**config.mk**
```make
export PLATFORM = sky130hd
export DESIGN_NAME = battery_overvoltage_charge_limiter_unit
export DESIGN_NICKNAME = d
export VERILOG_FILES = /design/src/design/bocl_pkg.sv /design/src/design/battery_overvoltage_charge_limiter_unit.sv /design/src/design/bocl_regs.sv /design/src/design/bocl_comp.sv /design/src/design/bocl_decide.sv
export SDC_FILE = /design/constraint.sdc
export NUM_CORES = 2
export LEC_CHECK = 0
export CORE_MARGIN = 5
export CORE_UTILIZATION = 50
export DETAILED_ROUTE_END_ITERATION = 16
export DONT_BUFFER_PORTS = 1
export PLACE_DENSITY = 0.67
export SLEW_MARGIN = 25
export SYNTH_ARGS = -nofsm -noshare
export SYNTH_HDL_FRONTEND = slang
export SYNTH_SLANG_ARGS = --single-unit
```
**constraint.sdc**
```tcl
create_clock -name i_clk -period 9.7 [get_ports i_clk]
set_input_delay 0.485 -clock i_clk [delete_from_list [all_inputs] [get_ports i_clk]]
set_output_delay 0.485 -clock i_clk [all_outputs]
set_load 0.005 [all_outputs]
```
**src/design/bocl_pkg.sv**
```systemverilog
// Shared types, constants and register map of the over-voltage charge limiter.
package bocl_pkg;

    // Defaults for the top-level parameters
    localparam int FV_STEP_MV_DEF   = 20;
    localparam int MAX_FV_STEPS_DEF = 2;

    localparam int APB_AW = 5;
    localparam int APB_DW = 32;

    // Register reset values
    localparam logic [12:0] VBAT_LIMIT_RST   = 13'd8191;
    localparam logic [13:0] RATED_CUR_RST    = 14'd16383;
    localparam logic [7:0]  RATED_Q_RST      = 8'd163;      // RATED_CUR_RST / 100
    localparam logic [6:0]  FORCE_SOC_RST    = 7'd100;
    localparam logic [13:0] CV_CUR_RST       = 14'd16383;
    localparam logic [13:0] CUR_STEP_RST     = 14'd100;
    localparam logic [12:0] PROTECT_RST      = 13'd4450;
    localparam logic [13:0] MIN_FCC_RST      = 14'd600;
    localparam logic [9:0]  IR_COMP_RST      = 10'd0;

    // x / 1000 for x < 2^24: (x * DIV1000_MUL) >> DIV1000_SHIFT
    localparam logic [24:0] DIV1000_MUL   = 25'd17179870;
    localparam int          DIV1000_SHIFT = 34;
    // x / 100 for x < 2^14: (x * DIV100_MUL) >> DIV100_SHIFT
    localparam logic [14:0] DIV100_MUL    = 15'd20972;
    localparam int          DIV100_SHIFT  = 21;

    localparam logic [6:0]  RELEASE_SOC = 7'd90;
    localparam logic [6:0]  SOC_FULL    = 7'd100;
    localparam logic [13:0] CUR_ROUND   = 14'd100;
    localparam logic signed [14:0] FV_MIN_OUT = -15'sd2048;

    typedef enum logic [2:0] {
        REG_VBAT_LIMIT = 3'd0,
        REG_RATED_CUR  = 3'd1,
        REG_FORCE_SOC  = 3'd2,
        REG_CV_CUR     = 3'd3,
        REG_CUR_STEP   = 3'd4,
        REG_PROTECT    = 3'd5,
        REG_MIN_FCC    = 3'd6,
        REG_IR_COMP    = 3'd7
    } t_reg_idx;

    typedef enum logic [3:0] {
        DEC_NONE        = 4'd0,
        DEC_BELOW_LIMIT = 4'd1,
        DEC_FACTORY     = 4'd2,
        DEC_POC_CUR     = 4'd3,
        DEC_POC_FV      = 4'd4,
        DEC_RELEASE_CUR = 4'd5,
        DEC_FORCE       = 4'd6,
        DEC_RELEASE_FV  = 4'd7,
        DEC_SET_FV      = 4'd8,
        DEC_TAPER       = 4'd9,
        DEC_STOPPED     = 4'd10
    } t_decision;

    typedef struct packed {
        logic [12:0] vbat_limit_mv;
        logic [13:0] rated_current_ma;
        logic [7:0]  rated_q;          // rated_current_ma / 100
        logic [6:0]  force_soc_pct;
        logic [13:0] cv_current_ma;
        logic [13:0] current_step_ma;
        logic [12:0] protect_mv;
        logic [13:0] min_fcc_ma;
        logic [9:0]  ir_comp_mohm;
    } t_cfg;

    typedef struct packed {
        logic               action;
        logic [12:0]        fv_effective_mv;
        logic [13:0]        fcc_ma;
        logic               bat_charging;
        logic               taper_mode;
        logic [12:0]        vbat_mv;
        logic signed [14:0] ibat_ma;
        logic [6:0]         soc_pct;
        logic [12:0]        profile_fv_mv;
        logic               factory_cable;
    } t_in_item;

    typedef struct packed {
        logic               action;
        logic [12:0]        fv_effective_mv;
        logic [13:0]        fcc_ma;
        logic               taper_mode;
        logic [6:0]         soc_pct;
        logic [12:0]        profile_fv_mv;
        logic               factory_cable;
        logic signed [15:0] comp_mv;
    } t_dec_item;

    typedef struct packed {
        logic               cur_vote_on;
        logic [13:0]        cur_vote_ma;
        logic               fv_vote_on;
        logic signed [13:0] fv_vote_mv;
        logic [3:0]         fv_steps;
        t_decision          decision;
    } t_result;

endpackage

```
**src/design/battery_overvoltage_charge_limiter_unit.sv**
```systemverilog
// Top level of the battery over-voltage charge limiter.
// One request per poll sample gives exactly one result. The block takes a request in
// every cycle unless the pipeline is stalled. On the way a request passes four
// registers: input register, IR-drop product register, compensated-voltage register
// and result register. The vote state moves on in the result stage, one request a
// cycle unless the result stage is stalled. Each pipeline stage holds while the stage
// after it is full and stalled, so gaps close up under stall.
// Registers are written over APB at byte address 4*index; pready is always high.
// A stop request (tuser set) drops both votes and clears the float step count.
module battery_overvoltage_charge_limiter_unit #(
    parameter int FV_STEP_MV   = bocl_pkg::FV_STEP_MV_DEF,
    parameter int MAX_FV_STEPS = bocl_pkg::MAX_FV_STEPS_DEF
) (
    input  logic                        i_clk,
    input  logic                        i_rst_n,
    input  logic                        i_s_tvalid,
    output logic                        o_s_tready,
    // fv_effective_mv[12:0], fcc_ma[26:13], bat_charging[27], taper_mode[28],
    // vbat_mv[41:29], ibat_ma[56:42], soc_pct[63:57], profile_fv_mv[76:64],
    // factory_cable[77], zero[79:78]
    input  logic [79:0]                 i_s_tdata,
    // action[0]
    input  logic                        i_s_tuser,
    output logic                        o_m_tvalid,
    input  logic                        i_m_tready,
    // cur_vote_on[0], cur_vote_ma[14:1], fv_vote_on[15], fv_vote_mv[29:16],
    // fv_steps[33:30], zero[39:34]
    output logic [39:0]                 o_m_tdata,
    // decision[3:0]
    output logic [3:0]                  o_m_tuser,
    input  logic                        psel,
    input  logic                        penable,
    input  logic                        pwrite,
    input  logic [bocl_pkg::APB_AW-1:0] paddr,
    input  logic [bocl_pkg::APB_DW-1:0] pwdata,
    output logic [bocl_pkg::APB_DW-1:0] prdata,
    output logic                        pready
);
    import bocl_pkg::*;

    t_cfg      w_cfg;
    t_in_item  w_in;
    t_dec_item w_dec;
    logic      w_dec_valid, w_dec_ready;
    t_result   w_res;

    assign w_in.action          = i_s_tuser;
    assign w_in.fv_effective_mv = i_s_tdata[12:0];
    assign w_in.fcc_ma          = i_s_tdata[26:13];
    assign w_in.bat_charging    = i_s_tdata[27];
    assign w_in.taper_mode      = i_s_tdata[28];
    assign w_in.vbat_mv         = i_s_tdata[41:29];
    assign w_in.ibat_ma         = $signed(i_s_tdata[56:42]);
    assign w_in.soc_pct         = i_s_tdata[63:57];
    assign w_in.profile_fv_mv   = i_s_tdata[76:64];
    assign w_in.factory_cable   = i_s_tdata[77];

    bocl_regs u_regs (
        .i_clk   (i_clk),
        .i_rst_n (i_rst_n),
        .psel    (psel),
        .penable (penable),
        .pwrite  (pwrite),
        .paddr   (paddr),
        .pwdata  (pwdata),
        .prdata  (prdata),
        .pready  (pready),
        .o_cfg   (w_cfg)
    );

    bocl_comp u_comp (
        .i_clk          (i_clk),
        .i_rst_n        (i_rst_n),
        .i_valid        (i_s_tvalid),
        .i_item         (w_in),
        .o_ready        (o_s_tready),
        .i_ir_comp_mohm (w_cfg.ir_comp_mohm),
        .o_valid        (w_dec_valid),
        .o_item         (w_dec),
        .i_ready        (w_dec_ready)
    );

    bocl_decide #(
        .FV_STEP_MV   (FV_STEP_MV),
        .MAX_FV_STEPS (MAX_FV_STEPS)
    ) u_decide (
        .i_clk    (i_clk),
        .i_rst_n  (i_rst_n),
        .i_cfg    (w_cfg),
        .i_valid  (w_dec_valid),
        .i_item   (w_dec),
        .o_ready  (w_dec_ready),
        .o_valid  (o_m_tvalid),
        .o_result (w_res),
        .i_ready  (i_m_tready)
    );

    assign o_m_tdata = {6'b0, w_res.fv_steps, w_res.fv_vote_mv, w_res.fv_vote_on,
                        w_res.cur_vote_ma, w_res.cur_vote_on};
    assign o_m_tuser = w_res.decision;

`ifndef SYNTHESIS
    a_steps_bound: assert property (@(posedge i_clk) disable iff (!i_rst_n)
        o_m_tvalid |-> (w_res.fv_steps <= 4'(MAX_FV_STEPS)))
        else $error("float step count above bound");

    a_cur_off_zero: assert property (@(posedge i_clk) disable iff (!i_rst_n)
        (o_m_tvalid && !w_res.cur_vote_on) |-> (w_res.cur_vote_ma == '0))
        else $error("inactive current vote carries a value");

    a_stop_clears: assert property (@(posedge i_clk) disable iff (!i_rst_n)
        (o_m_tvalid && w_res.decision == DEC_STOPPED) |->
        (!w_res.cur_vote_on && !w_res.fv_vote_on && w_res.fv_steps == '0))
        else $error("stop left a vote or step count");

    a_poc_fv_steps: assert property (@(posedge i_clk) disable iff (!i_rst_n)
        (o_m_tvalid && w_res.decision == DEC_POC_FV) |->
        (w_res.fv_vote_on && w_res.fv_steps != '0))
        else $error("float protection without an active stepped vote");
`endif

endmodule

```
**src/design/bocl_regs.sv**
```systemverilog
// APB configuration register file of the over-voltage charge limiter.
module bocl_regs (
    input  logic                         i_clk,
    input  logic                         i_rst_n,
    input  logic                         psel,
    input  logic                         penable,
    input  logic                         pwrite,
    input  logic [bocl_pkg::APB_AW-1:0]  paddr,
    input  logic [bocl_pkg::APB_DW-1:0]  pwdata,
    output logic [bocl_pkg::APB_DW-1:0]  prdata,
    output logic                         pready,
    output bocl_pkg::t_cfg               o_cfg
);
    import bocl_pkg::*;

    t_cfg        r_cfg;
    t_reg_idx    w_idx;
    logic        w_wr;
    logic [28:0] w_rq_prod;

    assign w_idx  = t_reg_idx'(paddr[4:2]);
    assign w_wr   = psel & penable & pwrite;
    assign pready = 1'b1;
    assign o_cfg  = r_cfg;

    // rated cap rounded down to hundreds is kept as a quotient
    assign w_rq_prod = 29'(pwdata[13:0]) * 29'(DIV100_MUL);

    always_ff @(posedge i_clk) begin
        if (!i_rst_n) begin
            r_cfg.vbat_limit_mv    <= VBAT_LIMIT_RST;
            r_cfg.rated_current_ma <= RATED_CUR_RST;
            r_cfg.rated_q          <= RATED_Q_RST;
            r_cfg.force_soc_pct    <= FORCE_SOC_RST;
            r_cfg.cv_current_ma    <= CV_CUR_RST;
            r_cfg.current_step_ma  <= CUR_STEP_RST;
            r_cfg.protect_mv       <= PROTECT_RST;
            r_cfg.min_fcc_ma       <= MIN_FCC_RST;
            r_cfg.ir_comp_mohm     <= IR_COMP_RST;
        end else if (w_wr) begin
            case (w_idx)
                REG_VBAT_LIMIT: r_cfg.vbat_limit_mv <= pwdata[12:0];
                REG_RATED_CUR: begin
                    r_cfg.rated_current_ma <= pwdata[13:0];
                    r_cfg.rated_q          <= w_rq_prod[DIV100_SHIFT +: 8];
                end
                REG_FORCE_SOC:  r_cfg.force_soc_pct   <= pwdata[6:0];
                REG_CV_CUR:     r_cfg.cv_current_ma   <= pwdata[13:0];
                REG_CUR_STEP:   r_cfg.current_step_ma <= pwdata[13:0];
                REG_PROTECT:    r_cfg.protect_mv      <= pwdata[12:0];
                REG_MIN_FCC:    r_cfg.min_fcc_ma      <= pwdata[13:0];
                REG_IR_COMP:    r_cfg.ir_comp_mohm    <= pwdata[9:0];
                default: ;
            endcase
        end
    end

    always_comb begin
        case (w_idx)
            REG_VBAT_LIMIT: prdata = APB_DW'(r_cfg.vbat_limit_mv);
            REG_RATED_CUR:  prdata = APB_DW'(r_cfg.rated_current_ma);
            REG_FORCE_SOC:  prdata = APB_DW'(r_cfg.force_soc_pct);
            REG_CV_CUR:     prdata = APB_DW'(r_cfg.cv_current_ma);
            REG_CUR_STEP:   prdata = APB_DW'(r_cfg.current_step_ma);
            REG_PROTECT:    prdata = APB_DW'(r_cfg.protect_mv);
            REG_MIN_FCC:    prdata = APB_DW'(r_cfg.min_fcc_ma);
            REG_IR_COMP:    prdata = APB_DW'(r_cfg.ir_comp_mohm);
            default:        prdata = '0;
        endcase
    end

endmodule

```
**src/design/bocl_comp.sv**
```systemverilog
// Input register and IR-drop compensation pipeline (multiply, then divide by 1000).
module bocl_comp (
    input  logic                i_clk,
    input  logic                i_rst_n,
    input  logic                i_valid,
    input  bocl_pkg::t_in_item  i_item,
    output logic                o_ready,
    input  logic [9:0]          i_ir_comp_mohm,
    output logic                o_valid,
    output bocl_pkg::t_dec_item o_item,
    input  logic                i_ready
);
    import bocl_pkg::*;

    typedef struct packed {
        logic        action;
        logic [12:0] fv_effective_mv;
        logic [13:0] fcc_ma;
        logic        taper_mode;
        logic [12:0] vbat_mv;
        logic [6:0]  soc_pct;
        logic [12:0] profile_fv_mv;
        logic        factory_cable;
        logic [23:0] drop_mag;       // |ibat * R|
        logic        drop_neg;
    } t_prod_item;

    logic       r_v0, r_v1, r_v2;
    t_in_item   r_s0;
    t_prod_item r_s1, n_s1;
    t_dec_item  r_s2, n_s2;
    logic       w_en0, w_en1, w_en2;

    logic signed [25:0] w_prod;
    logic [48:0]        w_qprod;
    logic [15:0]        w_quot;

    assign w_en2   = !r_v2 || i_ready;
    assign w_en1   = !r_v1 || w_en2;
    assign w_en0   = !r_v0 || w_en1;
    assign o_ready = w_en0;
    assign o_valid = r_v2;
    assign o_item  = r_s2;

    // stage 1: signed current times resistance (zero when not charging), kept as magnitude and sign
    assign w_prod = r_s0.bat_charging ?
                    $signed(r_s0.ibat_ma) * $signed({1'b0, i_ir_comp_mohm}) : 26'sd0;

    always_comb begin
        n_s1.action          = r_s0.action;
        n_s1.fv_effective_mv = r_s0.fv_effective_mv;
        n_s1.fcc_ma          = r_s0.fcc_ma;
        n_s1.taper_mode      = r_s0.taper_mode;
        n_s1.vbat_mv         = r_s0.vbat_mv;
        n_s1.soc_pct         = r_s0.soc_pct;
        n_s1.profile_fv_mv   = r_s0.profile_fv_mv;
        n_s1.factory_cable   = r_s0.factory_cable;
        n_s1.drop_neg        = w_prod[25];
        n_s1.drop_mag        = w_prod[25] ? 24'(-w_prod) : w_prod[23:0];
    end

    // stage 2: quotient truncated toward zero, then added to vbat
    assign w_qprod = 49'(r_s1.drop_mag) * 49'(DIV1000_MUL);
    assign w_quot  = {1'b0, w_qprod[DIV1000_SHIFT +: 15]};

    always_comb begin
        n_s2.action          = r_s1.action;
        n_s2.fv_effective_mv = r_s1.fv_effective_mv;
        n_s2.fcc_ma          = r_s1.fcc_ma;
        n_s2.taper_mode      = r_s1.taper_mode;
        n_s2.soc_pct         = r_s1.soc_pct;
        n_s2.profile_fv_mv   = r_s1.profile_fv_mv;
        n_s2.factory_cable   = r_s1.factory_cable;
        n_s2.comp_mv         = r_s1.drop_neg ?
                               $signed({3'b0, r_s1.vbat_mv}) - $signed(w_quot) :
                               $signed({3'b0, r_s1.vbat_mv}) + $signed(w_quot);
    end

    always_ff @(posedge i_clk) begin
        if (!i_rst_n) begin
            r_v0 <= 1'b0;
            r_v1 <= 1'b0;
            r_v2 <= 1'b0;
        end else begin
            if (w_en0) r_v0 <= i_valid;
            if (w_en1) r_v1 <= r_v0;
            if (w_en2) r_v2 <= r_v1;
        end
    end

    always_ff @(posedge i_clk) begin
        if (w_en0) r_s0 <= i_item;
        if (w_en1) r_s1 <= n_s1;
        if (w_en2) r_s2 <= n_s2;
    end

endmodule

```
**src/design/bocl_decide.sv**
```systemverilog
// Vote state, priority decision chain and result register.
module bocl_decide #(
    parameter int FV_STEP_MV   = bocl_pkg::FV_STEP_MV_DEF,
    parameter int MAX_FV_STEPS = bocl_pkg::MAX_FV_STEPS_DEF
) (
    input  logic                i_clk,
    input  logic                i_rst_n,
    input  bocl_pkg::t_cfg      i_cfg,
    input  logic                i_valid,
    input  bocl_pkg::t_dec_item i_item,
    output logic                o_ready,
    output logic                o_valid,
    output bocl_pkg::t_result   o_result,
    input  logic                i_ready
);
    import bocl_pkg::*;

    localparam logic [4:0] MAX_STEPS5 = 5'(MAX_FV_STEPS);
    localparam logic [7:0] STEP_MV8   = 8'(FV_STEP_MV);

    logic               r_cur_on, n_cur_on;
    logic [13:0]        r_cur_ma, n_cur_ma;
    logic               r_fv_on, n_fv_on;
    logic signed [13:0] r_fv_mv, n_fv_mv;
    logic [3:0]         r_steps, n_steps;
    t_decision          n_dec;
    logic               r_out_v;
    t_result            r_out;

    logic               w_en;
    logic [13:0]        w_icap;
    logic [13:0]        w_rated_round;
    logic [4:0]         w_steps_inc;
    logic [3:0]         w_steps_poc;
    logic [11:0]        w_fv_drop;
    logic signed [14:0] w_fv_new;

    assign w_en     = !r_out_v || i_ready;
    assign o_ready  = w_en;
    assign o_valid  = r_out_v;
    assign o_result = r_out;

    assign w_icap        = (i_item.fcc_ma > i_cfg.current_step_ma) ?
                           i_item.fcc_ma - i_cfg.current_step_ma : 14'd0;
    assign w_rated_round = 14'(i_cfg.rated_q) * CUR_ROUND;
    assign w_steps_inc   = {1'b0, r_steps} + 5'd1;
    assign w_steps_poc   = (w_steps_inc < MAX_STEPS5) ? w_steps_inc[3:0] : MAX_STEPS5[3:0];
    assign w_fv_drop     = 12'(STEP_MV8) * 12'(w_steps_poc);
    assign w_fv_new      = $signed({2'b0, i_item.profile_fv_mv}) - $signed({3'b0, w_fv_drop});

    always_comb begin
        n_cur_on = r_cur_on;
        n_cur_ma = r_cur_ma;
        n_fv_on  = r_fv_on;
        n_fv_mv  = r_fv_mv;
        n_steps  = r_steps;
        n_dec    = DEC_NONE;
        if (i_item.action) begin
            n_cur_on = 1'b0;
            n_cur_ma = '0;
            n_fv_on  = 1'b0;
            n_fv_mv  = '0;
            n_steps  = '0;
            n_dec    = DEC_STOPPED;
        end else if (i_item.fv_effective_mv < i_cfg.vbat_limit_mv) begin
            n_dec = DEC_BELOW_LIMIT;
        end else if (i_item.factory_cable) begin
            n_dec = DEC_FACTORY;
        end else if (i_item.comp_mv >= $signed({3'b0, i_cfg.protect_mv})) begin
            if (i_item.fcc_ma > i_cfg.min_fcc_ma) begin
                n_cur_on = 1'b1;
                n_cur_ma = w_icap;
                n_dec    = DEC_POC_CUR;
            end else begin
                n_steps = w_steps_poc;
                n_fv_on = 1'b1;
                n_fv_mv = (w_fv_new < FV_MIN_OUT) ? FV_MIN_OUT[13:0] : w_fv_new[13:0];
                n_dec   = DEC_POC_FV;
            end
        end else if (i_item.fcc_ma == '0 && i_item.soc_pct <= RELEASE_SOC) begin
            n_cur_on = 1'b0;
            n_cur_ma = '0;
            n_dec    = DEC_RELEASE_CUR;
        end else if (i_item.soc_pct >= i_cfg.force_soc_pct &&
                     i_item.fcc_ma > i_cfg.rated_current_ma) begin
            n_cur_on = 1'b1;
            n_cur_ma = w_rated_round;
            n_fv_on  = 1'b0;
            n_fv_mv  = '0;
            n_dec    = DEC_FORCE;
        end else if (r_steps == '0 && i_item.fcc_ma <= i_cfg.rated_current_ma && r_fv_on) begin
            n_fv_on = 1'b0;
            n_fv_mv = '0;
            n_dec   = DEC_RELEASE_FV;
        end else if (i_item.fcc_ma > i_cfg.rated_current_ma && !r_fv_on) begin
            n_fv_on = 1'b1;
            n_fv_mv = $signed({1'b0, i_cfg.vbat_limit_mv});
            n_dec   = DEC_SET_FV;
        end else if (i_item.taper_mode && i_item.soc_pct < SOC_FULL &&
                     i_item.fcc_ma > i_cfg.cv_current_ma) begin
            n_cur_on = 1'b1;
            n_cur_ma = w_icap;
            n_dec    = DEC_TAPER;
        end
    end

    always_ff @(posedge i_clk) begin
        if (!i_rst_n) begin
            r_cur_on <= 1'b0;
            r_cur_ma <= '0;
            r_fv_on  <= 1'b0;
            r_fv_mv  <= '0;
            r_steps  <= '0;
            r_out_v  <= 1'b0;
        end else if (w_en) begin
            r_out_v <= i_valid;
            if (i_valid) begin
                r_cur_on <= n_cur_on;
                r_cur_ma <= n_cur_ma;
                r_fv_on  <= n_fv_on;
                r_fv_mv  <= n_fv_mv;
                r_steps  <= n_steps;
            end
        end
    end

    always_ff @(posedge i_clk) begin
        if (w_en && i_valid) begin
            r_out.cur_vote_on <= n_cur_on;
            r_out.cur_vote_ma <= n_cur_ma;
            r_out.fv_vote_on  <= n_fv_on;
            r_out.fv_vote_mv  <= n_fv_mv;
            r_out.fv_steps    <= n_steps;
            r_out.decision    <= n_dec;
        end
    end

endmodule

```
==> summary.md <==
| Metric | Value |
|---|---|
| Status | `completed` |
| Avg Cell Area, Syn | `9.921 sq um` |
| Cells after Synth | `3916` |
| Wire per inst | `19.04 um` |
| Most frequent cell after synthesis | `inv_1` |
| Die height | `288.7 um` |
| Starting density of the core | `0.5032` |
| Row count | `102` |
| CTS resizes | `0` |
| Clock network power share | `0.337` |
| Startpoint types | `register` |
| Combinational power share | `0.296` |
| Maxcap violations | `0` |
| Fin worst setup slack | `678.4 ps` |
| Seq/Total Area, Yosys | `0.2842` |
| Share of cells above drive strength 1 | `0.04373` |
| Met2 routed WL | `47.31 mm` |
| Synth top area cells | `edfxtp_1 (21%), fa_1 (20%), ha_1 (18%)` |
| Slew @ Worst Pin | `1055 ps` |
| Area leader, netlist | `edfxtp_1` |
| Max Used Layer | `met4` |
| Core area | `0.07721 sq mm` |
| Pleak | `20.85 nW` |
| Switching pwr | `1.808 mW` |
| Maximum VDD drop | `0.1411 mV` |
| Met3 wire length | `5.585 mm` |
| Yosys warns | `0` |
| Async SR Flop Fraction | `0` |
| Clock Latency Late Sink | `620 ps` |
| Final TNS setup | `0 ps` |
| CP Max Fanout | `8` |
| RePlAce Congestion | `0.9082` |
| Drt first pass iters | `6` |
| Vias | `27684` |
| Achievable Freq | `0.1108 GHz` |
| Setup Crit Path Kind | `reg -> reg` |
| Worst EP arrival | `9350 ps` |
| Antenna violations before repair | `0` |
| Tcrit/Tclk final | `0.9301` |
| Largest net degree at the start of global routing | `67` |
| Met1 WL | `41.01 mm` |
| Dpl ws | `591.5 ps` |
| DR vias/cell | `5.440` |
| DP Wirelength | `74.43 mm` |
| Final ANT Viol Nets | `0` |
| Synth cell types | `99` |
| Number of synthesized register bits | `416` |
| Die Footprint | `0.08337 sq mm` |
| HP Class | `in -> reg` |
| Worst clock skew | `54.31 ps` |
| Final #Nets | `5066` |
| DIE WIDTH | `288.7 um` |
| Power consumption | `5.601 mW` |
| Pwr/cell area | `130.8 mW/mm^2` |
| Io pins | `204` |
| Syn Std Cell Area | `0.03885 sq mm` |
| TritonCTS clock tree | `built` |
| Final Slew Violations | `0` |
| Vias in the first global route | `27556` |
| Port Buffer Count | `0` |
| TritonCTS buffer count | `48` |
| CTS H-tree lvls | `2` |
| Hold Vio Cnt, Final | `0` |
| Grt ovf | `0` |
| Layout area overhead | `10.20%` |
| Period minus WS final | `9022 ps` |
| Post-synth top cells | `inv_1 (795), ha_1 (551), fa_1 (382), nand2_1 (339), edfxtp_1 (271)` |
| Sw Share | `0.3228` |
| Top-area cell type share of the netlist area | `0.2095` |
| Sink Count | `416` |
| Relative slew slack | `0.2922` |
| Req. time, crit path | `10030 ps` |
| Clock-pin slew on the worst setup and hold paths | `60 ps` |
| Number of synthesized flops with an enable pin | `271` |
| Post-route DRC | `0` |
| Worst path max stage delay | `680 ps` |
| Hold slack | `30.84 ps` |
| DRT Wirelength | `96.90 mm` |
| First-pass GRT wire length | `152.1 mm` |
| Flop pwr share | `0.367` |
| Total Routing Usage GR | `0.2314` |
| Final setup fails | `0` |
| CP Capture Type | `register` |
| CTS root buffer | `clkbuf_16` |
| DRT iter0 DRCs | `1909` |
| Primary FF master, synth | `edfxtp_1` |
| Critical path's slowest cell | `edfxtp_1` |
| Max clock buf depth | `3` |
| Pint | `3.793 mW` |
| RSZ-0062 raised after global routing | `false` |
per-layer routing:
layer	global-route usage	vias to the layer above
li1	-	13174
met1	0.3091	13628
met2	0.4001	729
met3	0.02904	153
met4	0.06217	0
met5	0	-
flip-flops by register name, indices dropped and copies added, names as in the netlist:
| signal | count |
|---|---|
| u_decide.r_fv_mv | 14 |
| u_comp.r_s0 | 16 |
| u_comp.r_v1 | 1 |
| u_decide.r_cur_ma | 14 |
| u_decide.r_cur_on | 1 |
| u_comp.n_s2 | 50 |
| u_comp.o_valid | 1 |
| u_comp.r_s1 | 38 |
| u_decide.r_steps | 4 |
| u_comp.r_v0 | 1 |
| u_decide.o_valid | 1 |
| u_comp.o_item | 66 |
| u_decide.r_fv_on | 1 |
| u_comp.n_s1 | 63 |
| u_regs.o_cfg | 107 |
| u_decide.o_result | 38 |
final cells by class:
type	count	area, sq um
flip-flops and latches	416	11040
diodes	1	2.502
fillers	6755	34400
clock buffers	63	1376
repair buffers	149	1444
well taps	1040	1301
inverters	797	2994
clock inverters	27	312.8
multi-input cells	2596	24340
repair_timing:
item | in CTS | in global routing
endpoints found under the setup margin | 0 | 2
hold endpoints to repair | 158 | 0
hold buffers | 100 | 0
buffers inserted | 0 | 15
kinds of logic after synthesis:
group | synth area share
muxes | 0.01060
AOI/OAI and AO/OA | 0.1136
other | 0.0001933
DFF | 0.2842
xor gates and xnor gates | 0.02229
adders and majority gates | 0.3743
and+or+nand+nor | 0.1021
buffers and inverters | 0.09279
worst max-delay path, delay by kind of cell (launching register included):
kind	cells	cell delay [ps]
adders and majority gates	10	4120
xor gates and xnor gates	2	570
buffers and inverters	4	180
AOI/OAI and AO/OA	13	2730
DFF	1	680
and+or+nand+nor	5	450
cell usage in the layout (no fill, tap or decap), drive strengths merged, types with 14 or more instances in the layout:
master | Yosys | final
clkinv | 0 | 18
conb | 2 | 29
edfxtp | 271 | 271
nor2 | 180 | 180
o21a | 30 | 30
a21o | 53 | 53
nand4 | 26 | 26
a221oi | 14 | 14
ha | 551 | 551
o21ai | 98 | 98
inv | 797 | 802
xnor2 | 69 | 69
clkbuf | 88 | 63
or3 | 14 | 14
mux2i | 31 | 31
nand2 | 339 | 339
dlygate4sd3 | 0 | 99
nor2b | 23 | 23
nand2b | 18 | 18
o21bai | 17 | 17
a21oi | 211 | 211
dfxtp | 145 | 145
fa | 382 | 382
a211oi | 22 | 22
nand3 | 52 | 52
o31ai | 17 | 17
o211ai | 73 | 73
nor3 | 41 | 41
buf | 46 | 50
o22ai | 15 | 15
and2 | 99 | 99
xor2 | 29 | 29
stage by stage:
stage / cells / area (sq um) / util
after global routing: 5088 / 42810 / 0.5544
final: 5089 / 42810 / 0.5545
after detailed placement: 4882 / 39920 / 0.5170
after CTS: 5072 / 42620 / 0.5521
after floorplan: 3943 / 38950 / -
after global placement: 4882 / 39910 / 0.5170
final timing paths:
check,start,to,slack [ps],cells after the start
setup / recovery,u_comp.r_s1[8]$_DFFE_PP_,u_comp.o_item[14]$_DFFE_PP_,680,34
hold / removal,i_rst_n,u_decide.r_fv_mv[11]$_SDFFE_PN0P_,30,2
setup reg to reg,u_comp.r_s1[8]$_DFFE_PP_,u_comp.o_item[14]$_DFFE_PP_,680,34
hold reg to reg,u_comp.n_s2[16]$_DFFE_PP_,u_comp.o_item[16]$_DFFE_PP_,410,0
power by group through the flow:
stage	registers, mW	clock network (mW)	logic [mW]
2_1_floorplan	2.06	0	1.24
3_3_place_gp	2.10	0	1.55
3_5_place_dp	2.10	0	1.59
4_1_cts	2.06	1.93	1.65
5_1_grt	2.06	2.00	1.88
6_report	2.06	1.89	1.66
(Power assumes the default switching activity.)
